$ cat src/rtl/sqdr_pkg.sv
// Shared types, constants and codes for the range-query block.
`timescale 1ns / 1ps
package sqdr_pkg;
	localparam int DEPTH      = 1024;
	localparam int IDX_W      = $clog2(DEPTH);
	localparam int BS_W       = 11;
	localparam int BS_MAX     = 1024;
	localparam int BS_RESET   = 33;
	localparam int VAL_W      = 32;
	localparam int ACC_W      = 64;
	localparam int FIFO_DEPTH = 2;
	localparam int FIFO_PTR_W = $clog2(FIFO_DEPTH);
	localparam int DIV_CNT_W  = $clog2(IDX_W + 1);

	typedef enum logic [1:0] {OP_SET, OP_SUM, OP_ADD, OP_MAX} op_t;

	typedef struct packed {
		op_t                     operation;
		logic [IDX_W-1:0]        index_low;
		logic [IDX_W-1:0]        index_high;
		logic signed [VAL_W-1:0] value;
	} in_t;

	typedef struct packed {
		logic signed [ACC_W-1:0] answer;
		logic                    range_error;
	} out_t;

	typedef struct packed {
		op_t                     op;
		logic                    err;
		logic [IDX_W-1:0]        lo;
		logic [IDX_W-1:0]        hi;
		logic [IDX_W-1:0]        lb;
		logic [IDX_W-1:0]        lo_off;
		logic [IDX_W-1:0]        rb;
		logic [IDX_W-1:0]        hi_start;
		logic [BS_W-1:0]         bs;
		logic signed [VAL_W-1:0] val;
	} cmd_t;

	typedef struct packed {
		logic clearing;
		logic busy;
	} back_stat_t;

	typedef enum logic [1:0] {F_IDLE, F_DIV, F_PUSH} front_state_t;

	typedef enum logic [2:0] {
		B_CLEAR, B_IDLE, B_ERD, B_EEX, B_BRD, B_BEX, B_RES
	} back_state_t;
endpackage

$ cat src/rtl/sqdr_fifo.sv
// Short command queue between front and back.
`timescale 1ns / 1ps
module sqdr_fifo import sqdr_pkg::*; (
	input  logic clk,
	input  logic arst_n,
	input  logic push,
	input  cmd_t push_data,
	input  logic pop,
	output cmd_t pop_data,
	output logic full,
	output logic empty
);
	cmd_t                  entries_q [FIFO_DEPTH];
	logic [FIFO_PTR_W-1:0] wptr_q, rptr_q;
	logic [FIFO_PTR_W:0]   count_q;

	always_ff @(posedge clk or negedge arst_n) begin
		if (!arst_n) begin
			wptr_q  <= '0;
			rptr_q  <= '0;
			count_q <= '0;
		end else begin
			if (push) begin
				wptr_q <= wptr_q + 1'b1;
			end
			if (pop) begin
				rptr_q <= rptr_q + 1'b1;
			end
			if (push && !pop) begin
				count_q <= count_q + 1'b1;
			end else if (pop && !push) begin
				count_q <= count_q - 1'b1;
			end
		end
	end

	always_ff @(posedge clk) begin
		if (push) begin
			entries_q[wptr_q] <= push_data;
		end
	end

	assign pop_data = entries_q[rptr_q];
	assign full     = count_q == (FIFO_PTR_W+1)'(FIFO_DEPTH);
	assign empty    = count_q == '0;
endmodule

$ cat config.mk
export PLATFORM = sky130hd
export DESIGN_NAME = sqdr_fifo
export DESIGN_NICKNAME = d
export VERILOG_FILES = /design/src/rtl/sqdr_pkg.sv /design/src/rtl/sqdr_fifo.sv
export SDC_FILE = /design/constraint.sdc
export NUM_CORES = 1
export LEC_CHECK = 0
export ABC_CLOCK_PERIOD_IN_PS = 6200
export BUFFER_PORTS_ARGS = -buffer_cell sky130_fd_sc_hd__buf_2
export CORE_MARGIN = 3
export CORE_UTILIZATION = 50
export DETAILED_ROUTE_END_ITERATION = 8
export GPL_TIMING_DRIVEN = 0
export HOLD_SLACK_MARGIN = 0.05
export PLACE_DENSITY = 0.83
export SLEW_MARGIN = 20
export SYNTH_ARGS = -nofsm -noshare
export SYNTH_HDL_FRONTEND = slang
export SYNTH_SLANG_ARGS = --single-unit
$ cat constraint.sdc
create_clock -name clk -period 6.2 [get_ports clk]
set_input_delay 0.31 -clock clk [delete_from_list [all_inputs] [get_ports clk]]
set_output_delay 0.31 -clock clk [all_outputs]
set_load 0.05 [all_outputs]
# After elaboration in Yosys (flattened, before gate mapping)
# Memories as Yosys holds them, arrays and structs flattened.
# Index checks and enable logic that the tools add are counted.
# op_classes
addsub,4
n_eq_ne,1
mux,4
reduce_logical,6
# op_table
operator,count
$mux 2,2
$add 1x1->1 const B,2
$add 2x1->2 const B,1
$eq 2x2->1 const B,1
$logic_and 1x1->1,2
$logic_not 1->1,2
$logic_not 2->1,1
$mux 1,2
$reduce_bool 2->1,1
$sub 2x1->2 const B,1
# word_totals
reg_bits,4
ram_bits,212
output_inout_bits,108
wordCells,19
mem_count,1
# memory_table
memory,words,word_bits,read_ports,rd_clocked_by_memory_dff,write_ports,line_no,source
entries_q,2,106,1,0,1,sqdr_fifo.sv:13,cmd_t entries_q [FIFO_DEPTH];

# Logic depth before layout (Yosys ltp)
# logic_depth
ltp_word,4
depth_mapped,5
ltp_nobuf,5

# Worst setup path after synthesis
# Ideal clock, no wire load.
# synth_timing
path_kind,register -> register
from,reg wptr_q
to,mem entries_q[0][0] (netlist name) (enable)
setup_time_ns,0.585
t_arrival_ns,5.092
required_ns,5.615
slack_ns,0.523
path_stages_with_launch,2
n_path_buf,0
period_less_slack_ns,5.677
path_cell_list,dfrtp_1 -> nor2b_1
# synth_lines
item,line_no,source
"start, declared",sqdr_fifo.sv:14,"logic [FIFO_PTR_W-1:0] wptr_q, rptr_q;"
"start signal, assigned",sqdr_fifo.sv:24,wptr_q <= wptr_q + 1'b1;
"end, declared",sqdr_fifo.sv:13,
# Straight into the memory's write port.

==> results.json <==
{
  "status": "finished clean",
  "fp.coreArea_sq_um": 15370,
  "setup_tns_ns": 0,
  "hold_viol_final": 0,
  "via_per_inst": 4.955,
  "layout-drive-gt1-share_pct": 52.30,
  "synth_area_sq_um": 7950,
  "critical_path.startpoint": "rptr_q",
  "cts_tree": "yes",
  "post-route-period-util_pct": 35.20,
  "worstPathArrival_ns": 1.87,
  "synth_cells": 346,
  "setup_viol": 0,
  "fmax_ghz": 0.4582,
  "whs_ns": 0.1915,
  "drtIter0Drc": 200,
  "wl_mm": 17.97,
  "cts_made_buffers": 21,
  "antenna_found_initial": 0,
  "syn_avg_cell_area_sq_um": 22.98,
  "r2r_start": "wptr_q",
  "clk_pin_slew_ns": 0.06,
  "holdCritPathClass": "primary input to asynchronous set/reset pin",
  "grtUsageMet3_pct": 4.847,
  "die_w_um": 132.1,
  "busiest_layer": "met2",
  "critPathTopFamily": "buffers and inverters",
  "worst_pin_slew_ns": 0.6326,
  "synth_most_common_cell": "edfxtp_1",
  "max-slew-margin-rel_pct": 57.74,
  "grtUsageMet1_pct": 24.52,
  "num_antenna_cells": 0,
  "slowest_delay_ns": 0.34,
  "power_mw": 5.792,
  "cts_resized": 0,
  "path_buf_inv": 4,
  "post_drt_wl_per_cell_um": 19.36,
  "critPathLaunchType": "flop",
  "fin_worst_skew_ns": 0.005149,
  "place_inst": 781,
  "ys_async_sr_fraction_pct": 1.852,
  "synth_top_area_share_pct": 80.08,
  "cts_num_sinks": 216,
  "cpMostUsedCell": "buf_6",
  "stdcell_count": 928,
  "slowest_stage": "dfrtp_1",
  "drv_slew": 0,
  "synth_seq_cells": 216,
  "end_kind": "primary output",
  "fin_nets": 813,
  "insertion_delay_ns": 0.49,
  "root_buffer": "clkbuf_16",
  "grt_pass1_wl_mm": 27.74,
  "gr-usage-met2_pct": 36.06,
  "clockBufferDepth": 3,
  "placed_cell_area_sq_um": 9483,
  "synth_top_cell_by_area": "edfxtp_1",
  "drc": 0,
  "area_growth_pct": 42.26,
  "grt_remaining_overflow": 0,
  "dp_worst_setup_slack_ns": 4.267,
  "synth_common_cells": "edfxtp_1, mux2_2, mux2_4, buf_2, buf_6",
  "fin_util_pct": 73.58,
  "htree_levels": 1,
  "syn-num-nets": 457,
  "ys_seq_area_share_pct": 81.33,
  "crit_type": "flop to primary output",
  "ys.flop_type": "edfxtp_1",
  "rsz0062_at_grt": "false",
  "period_minus_slack_ns": 2.182,
  "dr.pass1.iters": 4,
  "yosys-top-cells-area": "edfxtp_1, mux2_2, mux2_4",
  "start_util_pct": 51.72,
  "crit_fanout": 10,
  "numPortBuffers": 217,
  "ioPinCount": 218,
  "powerDensity_nw_per_um2": 512.1,
  "worst_ir_drop_vdd_uv": 404.1,
  "yosys_warnings": 0,
  "synth.distinct_cells": 13,
  "worstPathCellList": "buf_6, buf_6, buf_6, mux2_4, buf_2",
  "required_ns": 5.89,
  "place.gp.congestion": 0.7325,
  "synth_edf_count": 212,
  "fin_ws_ns": 4.018,
  "grtUsageTotal_pct": 20.31,
  "grt_max_degree": 47,
  "vias": 4598,
  "fp-row-count": 45,
  "hpwl_mm": 10.40,
  "die_area_sq_um": 17450,
  "fin_area_sq_um": 11310,
  "cap_violations": 0,
  "grt_pass1_vias": 5138,
  "die_y_um": 132.1,
  "drtAntennaViolNets": 0,
  "leakagePower_nw": 4.428
}
logic make-up after synthesis:
| kind of cell | after synthesis | synth area share [%] |
|---|---|---|
| mux | 106 | 16.43 |
| xor+xnor | 5 | 0.5508 |
| flops | 216 | 81.33 |
| buf+inv | 13 | 1.196 |
| fa+ha+maj | 1 | 0.1574 |
| simple gates | 5 | 0.3306 |
state kept, by name (all words and copies together), names as in the netlist:
name / cells
count_q: 2
entries_q: 212
rptr_q: 1
wptr_q: 1
routing by layer:
layer	part of all wire (%)	vias up
met1	38	2261
met2	52	200
li1	-	2100
met5	0	-
met4	2.4	0
met3	6.9	37
layout by cell type (no fill, tap or decap):
cell,n
clkinvlp_4,2
dfrtp_1,4
ha_1,1
nor2_1,2
clkinv_1,3
buf_12,1
bufinv_16,5
buf_16,5
xnor2_1,1
mux2_2,76
buf_2,224
buf_8,1
clkbuf_1,4
buf_6,5
dlygate4sd3_1,109
inv_6,1
nor2b_1,1
inv_1,1
nor2b_4,1
mux2_4,30
clkbuf_16,21
and2_4,1
clkinv_2,2
edfxtp_1,212
xor2_1,4
power breakdown:
group | internal [mW] | total (mW) | leakage (nW) | switching [mW]
clock | 0.834 | 1.35 | 0.352 | 0.518
combinational | 0.750 | 2.42 | 2.04 | 1.68
sequential | 1.94 | 2.02 | 2.04 | 0.0809
total | 3.52 | 5.79 | 4.43 | 2.27
path summary, 6_finish.rpt:
path / endpoint / slack (ns) / depth (start not counted)
max: pop_data[64] / 4.02 / 5
min: count_q[0] / 0.19 / 2
max reg2reg: entries_q[0][105] / 4.32 / 4
min reg2reg: count_q[1] / 0.53 / 1
max in group asynchronous: wptr_q / 5.87 / 2
min in group clk: count_q[1] / 0.53 / 1
timing repair:
item | in CTS | in global routing
hold buffers | 109 | 0
buffers inserted | 0 | 0
hold endpoints to repair | 218 | 0
layout make-up:
cell class,count,area (sq um)
Multi-Input combinational cell,117,1399
Sequential cell,216,6466
Timing Repair Buffer,333,2350
Clock inverter,13,195.2
Clock buffer,25,540.5
Buffer,12,91.34
Inverter,1,3.754
Tap cell,211,264.0
Fill cell,842,4061
Note: power is estimated with default switching activity, not from simulation.
