<file path="config.mk">
export PLATFORM = sky130hd
export DESIGN_NAME = sqdr_front
export DESIGN_NICKNAME = d
export VERILOG_FILES = /design/src/rtl/sqdr_pkg.sv /design/src/rtl/sqdr_div.sv /design/src/rtl/sqdr_front.sv
export SDC_FILE = /design/constraint.sdc
export NUM_CORES = 1
export LEC_CHECK = 0
export BUFFER_PORTS_ARGS = -buffer_cell sky130_fd_sc_hd__buf_2
export CAP_MARGIN = 20
export CORE_MARGIN = 2
export CORE_UTILIZATION = 35
export CTS_CLUSTER_SIZE = 24
export DETAILED_ROUTE_END_ITERATION = 12
export PLACE_DENSITY = 0.67
export SLEW_MARGIN = 30
export SYNTH_ARGS = -nofsm -noshare
export SYNTH_HDL_FRONTEND = slang
export SYNTH_SLANG_ARGS = --single-unit
export TNS_END_PERCENT = 30
</file>
<file path="constraint.sdc">
create_clock -name clk -period 7.34 [get_ports clk]
set_input_delay 0.367 -clock clk [delete_from_list [all_inputs] [get_ports clk]]
set_output_delay 0.367 -clock clk [all_outputs]
set_load 0.02 [all_outputs]
</file>
<file path="src/rtl/sqdr_pkg.sv">
// Shared types, constants and codes for the range-query block.
`timescale 1ns / 1ps
package sqdr_pkg;
	localparam int DEPTH      = 1024;
	localparam int IDX_W      = $clog2(DEPTH);
	localparam int BS_W       = 11;
	localparam int BS_MAX     = 1024;
	localparam int BS_RESET   = 33;
	localparam int VAL_W      = 32;
	localparam int ACC_W      = 64;
	localparam int FIFO_DEPTH = 2;
	localparam int FIFO_PTR_W = $clog2(FIFO_DEPTH);
	localparam int DIV_CNT_W  = $clog2(IDX_W + 1);

	typedef enum logic [1:0] {OP_SET, OP_SUM, OP_ADD, OP_MAX} op_t;

	typedef struct packed {
		op_t                     operation;
		logic [IDX_W-1:0]        index_low;
		logic [IDX_W-1:0]        index_high;
		logic signed [VAL_W-1:0] value;
	} in_t;

	typedef struct packed {
		logic signed [ACC_W-1:0] answer;
		logic                    range_error;
	} out_t;

	typedef struct packed {
		op_t                     op;
		logic                    err;
		logic [IDX_W-1:0]        lo;
		logic [IDX_W-1:0]        hi;
		logic [IDX_W-1:0]        lb;
		logic [IDX_W-1:0]        lo_off;
		logic [IDX_W-1:0]        rb;
		logic [IDX_W-1:0]        hi_start;
		logic [BS_W-1:0]         bs;
		logic signed [VAL_W-1:0] val;
	} cmd_t;

	typedef struct packed {
		logic clearing;
		logic busy;
	} back_stat_t;

	typedef enum logic [1:0] {F_IDLE, F_DIV, F_PUSH} front_state_t;

	typedef enum logic [2:0] {
		B_CLEAR, B_IDLE, B_ERD, B_EEX, B_BRD, B_BEX, B_RES
	} back_state_t;
endpackage

</file>
<file path="src/rtl/sqdr_div.sv">
// Restoring divider, one quotient bit per cycle: index by block size.
`timescale 1ns / 1ps
module sqdr_div import sqdr_pkg::*; (
	input  logic             clk,
	input  logic             arst_n,
	input  logic             start,
	input  logic [IDX_W-1:0] dividend,
	input  logic [BS_W-1:0]  divisor,
	output logic             done,
	output logic [IDX_W-1:0] quot,
	output logic [IDX_W-1:0] rem
);
	logic [DIV_CNT_W-1:0] cnt_q;
	logic [BS_W-1:0]      r_q;
	logic [IDX_W-1:0]     n_q;
	logic [IDX_W-1:0]     q_q;
	logic [BS_W-1:0]      trial;
	logic                 ge;

	assign trial = {r_q[BS_W-2:0], n_q[IDX_W-1]};
	assign ge    = trial >= divisor;

	always_ff @(posedge clk or negedge arst_n) begin
		if (!arst_n) begin
			cnt_q <= '0;
		end else if (start) begin
			cnt_q <= DIV_CNT_W'(IDX_W);
		end else if (cnt_q != '0) begin
			cnt_q <= cnt_q - 1'b1;
		end
	end

	always_ff @(posedge clk) begin
		if (start) begin
			r_q <= '0;
			n_q <= dividend;
			q_q <= '0;
		end else if (cnt_q != '0) begin
			r_q <= ge ? trial - divisor : trial;
			n_q <= {n_q[IDX_W-2:0], 1'b0};
			q_q <= {q_q[IDX_W-2:0], ge};
		end
	end

	assign done = cnt_q == '0;
	assign quot = q_q;
	assign rem  = r_q[IDX_W-1:0];
endmodule

</file>
<file path="src/rtl/sqdr_front.sv">
// Front end: takes requests, works out block numbers and offsets, queues commands.
`timescale 1ns / 1ps
module sqdr_front import sqdr_pkg::*; (
	input  logic            clk,
	input  logic            arst_n,
	input  logic [BS_W-1:0] blk_len,
	input  logic            clearing,
	input  logic            in_valid,
	output logic            in_ready,
	input  in_t             in_data,
	input  logic            fifo_full,
	output logic            push,
	output cmd_t            cmd
);
	front_state_t    state_q, state_d;
	in_t             req_q;
	logic [BS_W-1:0] bs_q;
	logic [BS_W-1:0] bs_eff;
	logic            accept;
	logic            lo_done, hi_done;
	logic [IDX_W-1:0] lo_quot, lo_rem, hi_quot, hi_rem;

	always_comb begin
		if (blk_len == '0) begin
			bs_eff = BS_W'(1);
		end else if (blk_len > BS_W'(BS_MAX)) begin
			bs_eff = BS_W'(BS_MAX);
		end else begin
			bs_eff = blk_len;
		end
	end

	assign accept = in_valid && in_ready;

	sqdr_div u_div_lo (
		.clk(clk), .arst_n(arst_n), .start(accept), .dividend(in_data.index_low),
		.divisor(accept ? bs_eff : bs_q), .done(lo_done), .quot(lo_quot), .rem(lo_rem)
	);

	sqdr_div u_div_hi (
		.clk(clk), .arst_n(arst_n), .start(accept), .dividend(in_data.index_high),
		.divisor(accept ? bs_eff : bs_q), .done(hi_done), .quot(hi_quot), .rem(hi_rem)
	);

	always_ff @(posedge clk or negedge arst_n) begin
		if (!arst_n) begin
			state_q <= F_IDLE;
		end else begin
			state_q <= state_d;
		end
	end

	always_ff @(posedge clk) begin
		if (accept) begin
			req_q <= in_data;
			bs_q  <= bs_eff;
		end
	end

	always_comb begin
		state_d  = state_q;
		in_ready = 1'b0;
		push     = 1'b0;
		case (state_q)
			F_IDLE: begin
				in_ready = !clearing;
				if (in_valid && !clearing) begin
					state_d = F_DIV;
				end
			end
			F_DIV: begin
				if (lo_done && hi_done) begin
					state_d = F_PUSH;
				end
			end
			F_PUSH: begin
				if (!fifo_full) begin
					push    = 1'b1;
					state_d = F_IDLE;
				end
			end
			default: state_d = F_IDLE;
		endcase
	end

	always_comb begin
		cmd.op       = req_q.operation;
		cmd.err      = req_q.operation != OP_SET && req_q.index_low > req_q.index_high;
		cmd.lo       = req_q.index_low;
		cmd.hi       = req_q.index_high;
		cmd.lb       = lo_quot;
		cmd.lo_off   = lo_rem;
		cmd.rb       = hi_quot;
		cmd.hi_start = req_q.index_high - hi_rem;
		cmd.bs       = bs_q;
		cmd.val      = req_q.value;
	end
endmodule

</file>
# Yosys cells after proc, flatten, opt, wreduce, memory -nomap -nowiden
# Cells that the tools add are included.
totals:
  reg_bits: 135
  in_bits: 70
  elab_cells: 63
op_classes:
  add_sub_neg: 5
  magnitude_cmp: 4
  n_eq_ne: 5
  muxes: 20
  n_reduce_logical: 15
op_table:
  columns: ["cell", "n"]
  rows:
  - ["two-way mux 10 bit", 6]
  - ["two-way mux 11 bit", 3]
  - ["subtractor 10 bit", 3]
  - ["greater-or-equal comparator 11 bit", 2]
  - ["two-way mux 4 bit", 4]
  - ["> comparator 11 bit (second input constant)", 1]
  - ["zero test 11 bit", 1]
  - ["> comparator 10 bit", 1]
  - ["zero test 4 bit", 2]
  - ["nonzero test 4 bit", 2]
  - ["subtractor 4 x 1 -> 4 bit (second input constant)", 2]
  - ["two-way mux 2 bit", 3]
  - ["inequality test 2 bit (second input constant)", 3]
  - ["case mux 2 bit (3 select lines)", 1]
  - ["nonzero test 2 bit", 3]
  - ["logical AND 1 bit", 4]
  - ["two-way mux 1 bit", 3]
  - ["AND reduction 3 bit", 1]
  - ["== test 2 x 1 -> 1 bit (second input constant)", 1]
  - ["== test 2 bit (second input constant)", 1]
  - ["zero test 2 bit", 1]
  - ["zero test 1 bit", 1]

# Depth between registers and ports, before layout
depth:
  ltp_word: 6
  depth_mapped: 14
  depth_no_buf: 13

# Modules after synthesis
# Synthesis repeated with hierarchy kept, for this count alone.
hier_totals:
  hier_cells: 615
  area_unflattened_um2: 6657.6
by_module_without_submodules:
  columns: ["mod", "instances", "cells_each", "area_each_um2", "seq_area_each_um2"]
  rows:
  - ["sqdr_front", 1, 203, 2812.7, 1891.8]
  - ["sqdr_div at u_div_lo", 1, 209, 1945.6, 800.8]
  - ["sqdr_div at u_div_hi", 1, 203, 1899.3, 800.8]

# Worst setup path after synthesis
# OpenSTA, ideal clock, no wires.
synth_path:
  path_kind: "reg2reg"
  from: "reg state_q[1]"
  to: "reg u_div_lo.r_q[0]"
  setup_ps: 86
  arrival_time_ps: 3432
  required_time_ps: 7254
  path_slack_ps: 3823
  path_stages_with_launch: 13
  path_buffers: 2
  period_less_slack_ps: 3517
  path_cell_list: "dfrtp_1 nor3_1 nand2_1 clkbuf_1 o21a_1 ha_1 buf_6 a21o_1 a21o_1 a211oi_2 o21a_4 mux2_2 a211oi_1"
synth_between:
  elab_chain_cells: 6
  word_cells_on_any_way: 7
  classes_between: "add/sub: 1; order compare: 1; mux: 3; reduce/logical: 2"
synth_rtl:
  columns: ["item", "line_no", "rtl"]
  rows:
  - ["from (decl)", "sqdr_front.sv:15", "front_state_t state_q, state_d;"]
  - ["from (signal assigned)", "sqdr_front.sv:49", "state_q <= state_d;"]
  - ["zero test 2 bit (*)", "sqdr_front.sv:64", "case (state_q)"]
  - ["two-way mux 1 bit (*)", "sqdr_front.sv:64", null]
  - ["net in_ready", "sqdr_front.sv:9", "output logic in_ready,"]
  - ["logical AND 1 bit (*)", "sqdr_front.sv:33", "assign accept = in_valid && in_ready;"]
  - ["two-way mux 11 bit", null, null]
  - ["subtractor 10 bit or greater-or-equal comparator 11 bit (tied branches)", "sqdr_div.sv:39, sqdr_div.sv:21", null]
  - ["two-way mux 10 bit", "sqdr_div.sv:39", "r_q <= ge ? trial - divisor : trial;"]
  - ["to (signal assigned)", "sqdr_div.sv:39", null]
  - ["to (decl)", "sqdr_div.sv:14", "logic [BS_W-1:0] r_q;"]
# Mark *: on every way through the listed nets, which the timed path passes. The rest lies on a longest branch.
# A chain may end at the register's enable or synchronous reset.

# Worst setup path in the final report
layout_path:
  from: "reg state_q[1]"
  to: "reg u_div_lo.r_q[0]"
layout_between:
  elab_chain_cells: 6
  word_cells_on_any_way: 7
  classes_between: "add/sub: 1; order compare: 1; mux: 3; reduce/logical: 2"
layout_rtl:
  columns: ["item", "line_no", "rtl"]
  rows:
  - ["zero test 2 bit", "sqdr_front.sv:64", null]
  - ["two-way mux 1 bit", "sqdr_front.sv:64", null]
  - ["logical AND 1 bit", "sqdr_front.sv:33", null]
  - ["two-way mux 11 bit", null, null]
  - ["net u_div_hi.divisor[8]", "sqdr_div.sv:8", "input logic [BS_W-1:0] divisor,"]
  - ["greater-or-equal comparator 11 bit", "sqdr_div.sv:21", "assign ge = trial >= divisor;"]
  - ["two-way mux 10 bit", "sqdr_div.sv:39", null]
# The timed path passes the listed nets, and every way through them passes these cells.

==> results.md <==
* Outcome: complete, no violations
* Share of cells above drive strength 1 at 0.2685
* Synth Flop Type: edfxtp_1
* Final Skew at 0.01287 ns
* DRT antenna net count at 0
* Clock slew at reported path FFs at 0.06 ns
* Syn nets at 748
* Final core occ at 0.4514
* Drt pass-1 iters at 5
* Crit path kind: reg -> reg
* Fin Setup TNS at 0 ns
* Yosys top cell by area: edfxtp_1
* Share of the synthesized area in the top cell type at 0.3402
* Cells after Synth at 632
* Area grow syn2layout at 25.40%
* Fin worst setup slack at 3.661 ns
* Unrepaired setup endpoints after global routing: no
* Power Total at 4.265 mW
* DR DRC count at 0
* CTS HTree Levels at 4
* GRT Total Usage at 0.1659
* # fillers at 1,762
* Final hold violations at 0
* Fmax at 0.2718 GHz
* DR WL/cell at 15.49 microns
* NumNets Final at 926
* Worst EP arrival at 4.01 ns
* Final WL at 16.29 mm
* Clock root cell: clkbuf_16
* Post-synthesis sequential area ratio at 0.5348
* Antenna Cells at 0
* Clock Latency Late Sink at 0.42 ns
* Vias in the first global route at 5,077
* Post-synth EDFFs at 74
* I/O Buffers at 177
* Die width at 140.6 microns
* Post-Syn Area at 0.006533 sq mm
* Syn. warnings at 0
* Top Ports at 178
* Power Density at 520.7 mW/mm^2
* First-pass GRT wire length at 25.99 mm
* Fin cells at 1,052
* HPWL after DPL at 12.05 mm
* Maximum number of pins on one net before global-route repair at 75
* Max-cap violations at 0
* Worst-case clock buffer depth at 2
* DR vias/cell at 4.906
* TritonCTS Buffers at 17
* Share of flip-flops with an asynchronous set or reset at 0.07407
* 1st-iter DRT viols at 308
* Area contributors post-synth: edfxtp_1 34%, dfxtp_1 16%, ha_1 8.2%
* Initial antenna violation count at 0
* Crit-path max FO at 50
* # setup viols final at 0
* Die ar. at 0.01977 sq mm
* Placed insts at 1,019
* Netlist cell types at 56
* Critical path data required time at 7.67 ns
* Commonest non-fill, non-tap cell in the layout: buf_2
* Post_cts resized at 0
* Slew HR at 0.4058
* GRT overflow at 0
* CTS tree: built
* Commonest non-fill, non-tap cells in the layout: 177 x buf_2, 120 x nand2_1, 74 x edfxtp_1
* Core ar. at 0.01815 sq mm
* Pre-CTS setup slack at 3.689 ns
* Setup bufs post-CTS at 0
* Initial Util at 0.3600
* Worst VDD drop at 242.8 uV
* Leakage at 3.747 nW
* GPL Wtd Cong at 0.8755
* Slew @ Worst Pin at 0.8913 ns
* CP Launch Type: flop
* CTS Hold Bufs at 1
* Vias post-DR at 5,161
* Syn avg cell area at 10.34 sq um
* Slew Limit Fails at 0
* Crit path time final at 3.679 ns
* Crit. End Element: flop
* Crit share post-route at 0.5013
* Hold Crit Class: in -> reg
* Row cnt at 49
* Die height at 140.6 microns
* Number of synthesized register bits at 135
* Clk sinks at 135
worst max-delay path, cell delays in order, from the launching register on:
cell      delay (ns)
dfrtp_1         0.39
nor3_1          0.38
nand2_2         0.07
buf_4           0.29
o21ai_0         0.29
inv_1           0.11
ha_1            0.34
a21oi_1         0.21
o21bai_1        0.09
a211oi_1        0.47
o21a_4          0.33
mux2_2          0.36
a211oi_1        0.21
area by class of cell:
type / count / area, sq um / area share
Sequential cell: 135 / 3493 / 0.4265
Multi-Input combinational cell: 425 / 2739 / 0.3344
Timing Repair Buffer: 181 / 918.4 / 0.1121
Clock buffer: 19 / 454.2 / 0.05545
Tap cell: 229 / 286.5 / 0.03498
Inverter: 50 / 190.2 / 0.02322
Clock inverter: 13 / 110.1 / 0.01344
cell usage after synthesis, types with 6 or more instances:
cell type and count:
clkbuf_1 16, ha_1 43, xnor2_1 15, a211oi_1 8, nand4_1 10, mux2i_1 18
a21o_1 9, inv_1 49, o22ai_1 6, dfxtp_1 51, nand2b_1 10, nor2_1 32
nor2b_1 7, edfxtp_1 74, nand2_1 121, xor2_1 8, o21ai_0 20, nand3_1 6
a21oi_1 35, o31ai_1 6, nor3_1 14, dfrtp_1 10
where the power goes:
group	total [mW]	internal, mW	switching [mW]
clock	0.812	0.462	0.350
combinational	2.21	0.917	1.29
sequential	1.25	1.08	0.172
registers in the layout (all words and copies together) (netlist names):
name,cells
cmd,54
bs_q,11
u_div_hi.n_q,10
u_div_hi.quot,10
u_div_hi.r_q,10
u_div_lo.n_q,10
u_div_lo.quot,10
u_div_lo.r_q,10
u_div_hi.cnt_q,4
u_div_lo.cnt_q,4
state_q,2
logic make-up (layout without fill, tap and decap cells):
group                      count (synthesis)  count (layout)  share of synthesized area
buffers and inverters                     72             263                    0.04635
AOI/OAI and AO/OA                        116             116                     0.1153
muxes                                     19              19                    0.02930
xor gates and xnor gates                  23              23                    0.03084
adders and majority gates                 46              46                    0.09155
and+or+nand+nor                          221             221                     0.1519
DFF                                      135             135                     0.5348
layer usage:
| layer | GRT usage | vias to the layer above | wire length, microns |
|---|---|---|---|
| met5 | 0 | - | 0 |
| met4 | 0.06158 | 0 | 310 |
| met3 | 0.04993 | 21 | 966 |
| met2 | 0.2734 | 142 | 8008 |
| met1 | 0.2064 | 2412 | 7009 |
| li1 | - | 2586 | - |
metrics by stage:
stage	hold slack, ns	cell area, sq um
after floorplan	0.07141	6533
after global placement	0.2498	7617
after detailed placement	0.2469	7617
after CTS	0.09707	8192
after global routing	0.09405	8192
final	0.1112	8192
worst paths after layout:
path                                               startpoint                            end  slack [ns]  cells past startpoint
worst max register to register         state_q[1]$_DFFE_PN0P_   u_div_lo.r_q[0]$_SDFFE_PN0P_        3.66                     12
worst min register to register  u_div_lo.quot[9]$_SDFFE_PN0P_  u_div_lo.quot[9]$_SDFFE_PN0P_        0.45                      2
min in group asynchronous                              arst_n  u_div_hi.cnt_q[0]$_DFFE_PN0P_        0.35                      2
worst min-delay path                              in_data[20]              cmd[20]$_DFFE_PN_        0.11                      1
max in group asynchronous                              arst_n  u_div_hi.cnt_q[1]$_DFFE_PN0P_        6.78                      2
worst max-delay path                   state_q[1]$_DFFE_PN0P_   u_div_lo.r_q[0]$_SDFFE_PN0P_        3.66                     12
Power figures use the tool's default switching activity.
